## src/rtl/sfd_pkg.sv

```systemverilog
`timescale 1ns / 1ps

package sfd_pkg;

    // Default largest payload the counter is sized for.
    localparam int MAX_PAYLOAD_DEF = 1024;

    localparam int LEN_W = 11;
    localparam logic [LEN_W-1:0] LEN_RESET = 11'd256;

    localparam logic [7:0] SYNC_FIRST  = 8'h42;
    localparam logic [7:0] SYNC_SECOND = 8'h46;

    // Parser phase codes.
    localparam logic [2:0] PH_HUNT  = 3'd0;
    localparam logic [2:0] PH_SYNC2 = 3'd1;
    localparam logic [2:0] PH_DATA  = 3'd2;
    localparam logic [2:0] PH_CKLO  = 3'd3;
    localparam logic [2:0] PH_CKHI  = 3'd4;

    // Event kinds carried on the output tuser.
    localparam logic [1:0] EV_NONE    = 2'd0;
    localparam logic [1:0] EV_PAYLOAD = 2'd1;
    localparam logic [1:0] EV_GOOD    = 2'd2;
    localparam logic [1:0] EV_BAD     = 2'd3;

    localparam int IDX_W   = 10;
    localparam int TDATA_W = 24;

    typedef struct packed {
        logic [1:0]       event_kind;
        logic [7:0]       payload_byte;
        logic [IDX_W-1:0] byte_index;
    } result_t;

endpackage

```

## src/rtl/sfd_parser.sv

```systemverilog
`timescale 1ns / 1ps

module sfd_parser #(
    parameter int MAX_PAYLOAD = sfd_pkg::MAX_PAYLOAD_DEF
) (
    input  logic                    clk,
    input  logic                    rst_n,
    input  logic                    cfg_write,
    input  logic [sfd_pkg::LEN_W-1:0] cfg_length,
    input  logic                    in_accept,
    input  logic [7:0]              rx_byte,
    output sfd_pkg::result_t        result
);

    localparam int CW = $clog2(MAX_PAYLOAD + 1);
    localparam int LW = (CW > sfd_pkg::LEN_W) ? CW : sfd_pkg::LEN_W;

    logic [sfd_pkg::LEN_W-1:0] length_reg;
    logic [2:0]                phase_reg, phase_next;
    logic [CW-1:0]             count_reg, count_next, count_inc;
    logic [7:0]                sum_a_reg, sum_a_next, sum_a_add;
    logic [7:0]                sum_b_reg, sum_b_next;
    logic [7:0]                check_low_reg, check_low_next;
    logic [LW-1:0]             len_ext, max_ext, eff_len;
    logic [CW+sfd_pkg::IDX_W-1:0] idx_wide;

    // Effective length: zero acts as one, oversize clamps to the maximum.
    assign len_ext = LW'(length_reg);
    assign max_ext = LW'(MAX_PAYLOAD);

    always_comb
    begin
        if (len_ext == '0)
        begin
            eff_len = LW'(1);
        end
        else if (len_ext > max_ext)
        begin
            eff_len = max_ext;
        end
        else
        begin
            eff_len = len_ext;
        end
    end

    assign count_inc = count_reg + CW'(1);
    assign sum_a_add = sum_a_reg + rx_byte;
    assign idx_wide  = {{sfd_pkg::IDX_W{1'b0}}, count_reg};

    always_comb
    begin
        phase_next     = phase_reg;
        count_next     = count_reg;
        sum_a_next     = sum_a_reg;
        sum_b_next     = sum_b_reg;
        check_low_next = check_low_reg;
        result         = '0;
        unique case (phase_reg)
            sfd_pkg::PH_SYNC2:
            begin
                if (rx_byte == sfd_pkg::SYNC_SECOND)
                begin
                    phase_next = sfd_pkg::PH_DATA;
                    count_next = '0;
                    sum_a_next = '0;
                    sum_b_next = '0;
                end
                else if (rx_byte != sfd_pkg::SYNC_FIRST)
                begin
                    phase_next = sfd_pkg::PH_HUNT;
                end
            end
            sfd_pkg::PH_DATA:
            begin
                result.event_kind   = sfd_pkg::EV_PAYLOAD;
                result.payload_byte = rx_byte;
                result.byte_index   = idx_wide[sfd_pkg::IDX_W-1:0];
                sum_a_next          = sum_a_add;
                sum_b_next          = sum_b_reg + sum_a_add;
                count_next          = count_inc;
                if (LW'(count_inc) >= eff_len)
                begin
                    phase_next = sfd_pkg::PH_CKLO;
                end
            end
            sfd_pkg::PH_CKLO:
            begin
                check_low_next = rx_byte;
                phase_next     = sfd_pkg::PH_CKHI;
            end
            sfd_pkg::PH_CKHI:
            begin
                if (sum_a_reg == check_low_reg && sum_b_reg == rx_byte)
                begin
                    result.event_kind = sfd_pkg::EV_GOOD;
                end
                else
                begin
                    result.event_kind = sfd_pkg::EV_BAD;
                end
                phase_next = sfd_pkg::PH_HUNT;
            end
            default:
            begin
                // Hunting, and any code that should never occur.
                phase_next = (rx_byte == sfd_pkg::SYNC_FIRST) ? sfd_pkg::PH_SYNC2
                                                              : sfd_pkg::PH_HUNT;
            end
        endcase
    end

    always_ff @(posedge clk or negedge rst_n)
    begin
        if (!rst_n)
        begin
            length_reg    <= sfd_pkg::LEN_RESET;
            phase_reg     <= sfd_pkg::PH_HUNT;
            count_reg     <= '0;
            sum_a_reg     <= '0;
            sum_b_reg     <= '0;
            check_low_reg <= '0;
        end
        else
        begin
            if (cfg_write)
            begin
                length_reg <= cfg_length;
            end
            if (in_accept)
            begin
                phase_reg     <= phase_next;
                count_reg     <= count_next;
                sum_a_reg     <= sum_a_next;
                sum_b_reg     <= sum_b_next;
                check_low_reg <= check_low_next;
            end
        end
    end

endmodule

```

## src/rtl/sfd_skid.sv

```systemverilog
`timescale 1ns / 1ps

module sfd_skid (
    input  logic             clk,
    input  logic             rst_n,
    input  logic             in_valid,
    output logic             in_ready,
    input  sfd_pkg::result_t in_data,
    output logic             out_valid,
    input  logic             out_ready,
    output sfd_pkg::result_t out_data
);

    logic             out_valid_reg, out_valid_next;
    logic             skid_valid_reg, skid_valid_next;
    sfd_pkg::result_t out_data_reg, out_data_next;
    sfd_pkg::result_t skid_data_reg, skid_data_next;
    logic             take;

    assign in_ready  = !skid_valid_reg;
    assign take      = in_valid && !skid_valid_reg;
    assign out_valid = out_valid_reg;
    assign out_data  = out_data_reg;

    always_comb
    begin
        out_valid_next  = out_valid_reg;
        skid_valid_next = skid_valid_reg;
        out_data_next   = out_data_reg;
        skid_data_next  = skid_data_reg;
        if (!out_valid_reg || out_ready)
        begin
            if (skid_valid_reg)
            begin
                out_data_next   = skid_data_reg;
                out_valid_next  = 1'b1;
                skid_valid_next = 1'b0;
            end
            else
            begin
                out_data_next  = in_data;
                out_valid_next = take;
            end
        end
        else if (take)
        begin
            skid_data_next  = in_data;
            skid_valid_next = 1'b1;
        end
    end

    always_ff @(posedge clk or negedge rst_n)
    begin
        if (!rst_n)
        begin
            out_valid_reg  <= 1'b0;
            skid_valid_reg <= 1'b0;
        end
        else
        begin
            out_valid_reg  <= out_valid_next;
            skid_valid_reg <= skid_valid_next;
        end
    end

    always_ff @(posedge clk)
    begin
        out_data_reg  <= out_data_next;
        skid_data_reg <= skid_data_next;
    end

endmodule

```

## src/rtl/sync_fletcher_packet_deframer_unit.sv

```systemverilog
`timescale 1ns / 1ps
// A result request is registered when its byte is taken, in the skid entry if the output stalls.
// Throughput: one byte per cycle while s_tready is high, updating phase and the two 8-bit sums.
// Stall: the skid register takes one more byte while the output stalls, then s_tready drops.
// Reset (rst_n low, asynchronous) returns to hunting, clears sums and count, length to 256.

module sync_fletcher_packet_deframer_unit #(
    parameter int MAX_PAYLOAD = sfd_pkg::MAX_PAYLOAD_DEF
) (
    input  logic                        clk,
    input  logic                        rst_n,
    // Receive stream; s_tdata: rx_byte [7:0].
    input  logic                        s_tvalid,
    output logic                        s_tready,
    input  logic [7:0]                  s_tdata,
    // Event stream; m_tdata: payload_byte [7:0], byte_index [17:8], zeros [23:18].
    output logic                        m_tvalid,
    input  logic                        m_tready,
    output logic [sfd_pkg::TDATA_W-1:0] m_tdata,
    // m_tuser: event_kind [1:0].
    output logic [1:0]                  m_tuser,
    // Payload length write; cfg_data: payload_length [10:0].
    input  logic                        cfg_valid,
    output logic                        cfg_ready,
    input  logic [sfd_pkg::LEN_W-1:0]   cfg_data
);

    logic             in_accept;
    sfd_pkg::result_t parse_result;
    sfd_pkg::result_t out_result;

    // The length register can always be written; the host must do so only while idle, unenforced here.
    assign cfg_ready = 1'b1;
    assign in_accept = s_tvalid && s_tready;

    // Phase machine and Fletcher sums. Every accepted byte yields exactly one result
    // request, which is "nothing" for header and low checksum bytes.
    sfd_parser #(
        .MAX_PAYLOAD (MAX_PAYLOAD)
    ) u_parser (
        .clk        (clk),
        .rst_n      (rst_n),
        .cfg_write  (cfg_valid && cfg_ready),
        .cfg_length (cfg_data),
        .in_accept  (in_accept),
        .rx_byte    (s_tdata),
        .result     (parse_result)
    );

    // Output register with a skid entry behind it, so that s_tready only drops once
    // both are occupied and the downstream side is stalling.
    sfd_skid u_skid (
        .clk       (clk),
        .rst_n     (rst_n),
        .in_valid  (s_tvalid),
        .in_ready  (s_tready),
        .in_data   (parse_result),
        .out_valid (m_tvalid),
        .out_ready (m_tready),
        .out_data  (out_result)
    );

    assign m_tuser = out_result.event_kind;
    assign m_tdata = {{(sfd_pkg::TDATA_W - sfd_pkg::IDX_W - 8){1'b0}},
                      out_result.byte_index, out_result.payload_byte};

endmodule

```

## config.mk

```make
export PLATFORM = sky130hd
export DESIGN_NAME = sync_fletcher_packet_deframer_unit
export DESIGN_NICKNAME = d
export VERILOG_FILES = /design/src/rtl/sfd_pkg.sv /design/src/rtl/sfd_parser.sv /design/src/rtl/sfd_skid.sv /design/src/rtl/sync_fletcher_packet_deframer_unit.sv
export SDC_FILE = /design/constraint.sdc
export NUM_CORES = 1
export LEC_CHECK = 0
export ABC_AREA = 0
export BUFFER_PORTS_ARGS = -buffer_cell sky130_fd_sc_hd__buf_4
export CAP_MARGIN = 0
export CORE_UTILIZATION = 40
export DETAILED_ROUTE_END_ITERATION = 8
export PLACE_DENSITY = 0.6
export RECOVER_POWER = 25
export SLEW_MARGIN = 20
export SYNTH_ARGS = -nofsm -noshare
export SYNTH_HDL_FRONTEND = slang
export SYNTH_HIERARCHICAL = 1
export SYNTH_SLANG_ARGS = --single-unit
```

## constraint.sdc

```tcl
create_clock -name clk -period 3.4 [get_ports clk]
set_input_delay 0.51 -clock clk [delete_from_list [all_inputs] [get_ports clk]]
set_output_delay 0.51 -clock clk [all_outputs]
set_load 0.01 [all_outputs]
```

==> flow_metrics.env <==
export IMPL_drt_pre_antenna_iters=4
export IMPL_clkTransAtPathRegs_ps=70
export IMPL_finalNetCount=540
export IMPL_synth_ff_type="dfrtp_1"
export IMPL_core_area_um2=12000
export IMPL_io_pins=53
export IMPL_start_util_pct=41.0
export IMPL_yosysSeqAreaShare_pct=50.6
export IMPL_worstPathArrival_ps=3470
export IMPL_avgSynthCellArea_um2=11.6
export IMPL_htreeDepth=3
export IMPL_drt_first_iter_violations=160
export IMPL_clock_sinks=91
export IMPL_clock_skew_ps=10.8
export IMPL_syn_cell_area_um2=4900
export IMPL_grt_pass1_wl_mm=16.5
export IMPL_drtAntennaViolNets=0
export IMPL_cap_violations=0
export IMPL_ys_ff_latch=91
export IMPL_setup_viol=0
export IMPL_drv_slew=0
export IMPL_clock_root_buffer="clkbuf_16"
export IMPL_insertion_delay_ps=340
export IMPL_yosys_warnings=6
export IMPL_r2r_start="u_parser/sum_a_reg[0]"
export IMPL_r2r_setup_slack_ps=150
export IMPL_final_setup_tns_ps=0
export IMPL_synth_top_family_by_area="simple AND/OR/NAND/NOR gates"
export IMPL_drc=0
export IMPL_synthXorXnorAreaFrac_pct=6.07
export IMPL_cts_tree="done"
export IMPL_hp_class="in -> reg"
export IMPL_post_route_period_util_pct=95.5
export IMPL_powerDensity_nw_per_um2=828
export IMPL_hold_violations=0
export IMPL_cts_inserted_buffers=9
export IMPL_grt_pass1_vias=3363
export IMPL_gp_congestion=0.813
export IMPL_max_slew_worst_pin_slew_ps=1370
export IMPL_synth_edf_count=40
export IMPL_synthCells=424
export IMPL_p_leak_nw=2.57
export IMPL_cp_max_fo=3
export IMPL_slew_headroom_pct=8.78
export IMPL_grt_overflow_total=0
export IMPL_grt_max_degree=52
export IMPL_cp_start_kind="flop"
export IMPL_antennaDiodeCount=0
export IMPL_die_w_um=113
export IMPL_yosys_area_share_simple_pct=12.8
export IMPL_ctsLongestPathBuffers=2
export IMPL_dp_hpwl_mm=6.97
export IMPL_track_usage_pct=16.6
export IMPL_synthAdderAreaFrac_pct=7.45
export IMPL_r2r_cells=13
export IMPL_num_rows=40
export IMPL_critPathKind="reg -> reg"
export IMPL_area_growth_pct=18.6
export IMPL_r2r_end="u_parser/sum_b_reg[7]"
export IMPL_period_minus_slack_ps=3250
export IMPL_antenna_found_initial=0
export IMPL_muxShareOfSynthArea_pct=8.73
export IMPL_finalPower_w=0.00481
export IMPL_fmax_mhz=308
export IMPL_crit_required_ps=3620
export IMPL_cts_setup_buffers=0
export IMPL_irDropWorstVdd_mv=0.285
export IMPL_vias=3342
export IMPL_async_flop_share_pct=56.0
export IMPL_drive_above_1_share_pct=26.4
export IMPL_wirelength_mm=9.61
export IMPL_endpoint_kind="flop"
export IMPL_avgRoutedWirePerCell_um=15.0
export IMPL_port_buffers=45
export IMPL_routed_via_density=5.22
export IMPL_die_area_um2=12700
export IMPL_synth_compound_area_share_pct=10.9
export IMPL_synth_cell_types=55
export IMPL_post_route_util_pct=48.6
export IMPL_worstHoldPathCells=3
export IMPL_hold_end="u_parser/len_ext[10]"
export IMPL_status="finished, final reports clean"
export IMPL_rsz0062_at_grt="no"
export IMPL_worstHoldStart="cfg_data[10]"
export IMPL_die_y_um=113
-- final cells by class --
cell class / count / area (µm²)
multi-input cells: 307 / 2320
flip-flops and latches: 91 / 2480
well taps: 147 / 184
inverters: 12 / 45.0
clock buffers: 9 / 225
clock inverters: 7 / 66.3
repair buffers: 67 / 497
fillers: 1063 / 6150
-- what timing repair did --
action                                  4_1_cts  5_1_grt
hold buffers                                  0        0
hold endpoints to repair                      0        0
gates resized for setup                       0        5
endpoints found under the setup margin        0        9
-- worst max path at each step --
stage / start / to / cells past startpoint
floorplan: s_tdata[0] / u_parser/sum_b_reg[7] / 13
global placement: s_tdata[0] / u_parser/sum_b_reg[7] / 14
detailed placement: s_tdata[0] / u_parser/sum_b_reg[7] / 14
CTS: u_parser/sum_a_reg[0] / u_parser/sum_b_reg[7] / 13
global route: u_parser/sum_a_reg[0] / u_parser/sum_b_reg[7] / 13
finish: u_parser/sum_a_reg[0] / u_parser/sum_b_reg[7] / 13
-- routing by layer --
layer | vias to the layer above | wire length, µm | track usage, %
li1 | 1665 | - | -
met1 | 1598 | 4840 | 24.2
met2 | 69 | 4300 | 25.3
met3 | 10 | 342 | 1.77
met4 | 0 | 132 | 6.49
met5 | - | 0 | 0
-- critical path: stages, from the launching register on --
cell and delay, ps:
dfrtp_1 380, ha_1 210, fa_2 340, a21o_1 200, a21oi_2 160, o21bai_1 80, a21oi_1 150, xnor2_1 170
ha_2 240, nor3_1 60, o21a_1 120, or4_1 500, a31o_2 260, mux2_2 260
-- layout by cell type, fill, tap and decap left out, types with 9 or more instances in the layout --
cell type / netlist / final
buf_4: 7 / 65
dfrtp_1: 50 / 50
edfxtp_1: 40 / 40
mux2_2: 38 / 38
nand2_1: 36 / 36
xor2_1: 26 / 26
ha_1: 26 / 25
o21ai_0: 23 / 23
nor2_1: 20 / 20
and2_1: 19 / 19
inv_1: 11 / 11
a22o_1: 11 / 11
a21oi_1: 11 / 10
nand3_1: 10 / 10
clkbuf_16: 0 / 9
-- cells by family after synthesis --
kind of cell,after synthesis
other,2
muxes,38
AOI/OAI and AO/OA,78
buffers and inverters,32
xor gates and xnor gates,34
DFF,91
and+or+nand+nor,121
adders and majority gates,28
-- stage by stage --
step                hold slack (ps)  cell area [µm²]  setup WS (ps)  std cells
finish                          385             5810            152        640
floorplan                       214             4920           75.3        429
detailed placement              516             5500           -229        623
global route                    385             5810           21.6        640
CTS                             246             5790           18.8        639
global placement                514             5500           -155        623
-- cells in the mapped netlist (2+ instances only) --
cell type	number	area [µm²]
inv_1	11	41.3
nor3_1	5	25.0
mux2_2	38	428
xor2_1	26	228
dfrtp_1	50	1250
a32o_1	2	20.0
nand3_1	10	50.1
edfxtp_1	40	1200
a21o_1	7	52.6
a21oi_1	11	55.1
nor2_1	20	75.1
nand4_1	4	25.0
buf_6	2	22.5
nand2b_1	4	25.0
and3_1	3	18.8
o31ai_1	3	22.5
or3_1	2	12.5
ha_1	26	325
buf_4	7	52.6
and2_1	19	119
nor3b_1	3	22.5
o21a_1	3	22.5
or2_2	2	12.5
conb_1	2	7.51
xnor2_1	8	70.1
nor2b_1	3	18.8
o21ai_0	23	115
fa_1	2	40.0
a22o_1	11	96.3
nand2_1	36	135
nor4_1	6	37.5
clkbuf_1	9	33.8
o21bai_1	3	22.5
a211oi_1	2	15.0
-- power by group --
part	internal, W	switching, W	total, W	leakage (nW)
clock	0.000567	0.000419	0.000986	0.139
combinational	0.00104	0.00110	0.00214	1.40
sequential	0.00145	0.000230	0.00168	1.03
Note: power is estimated with default switching activity, not from simulation.
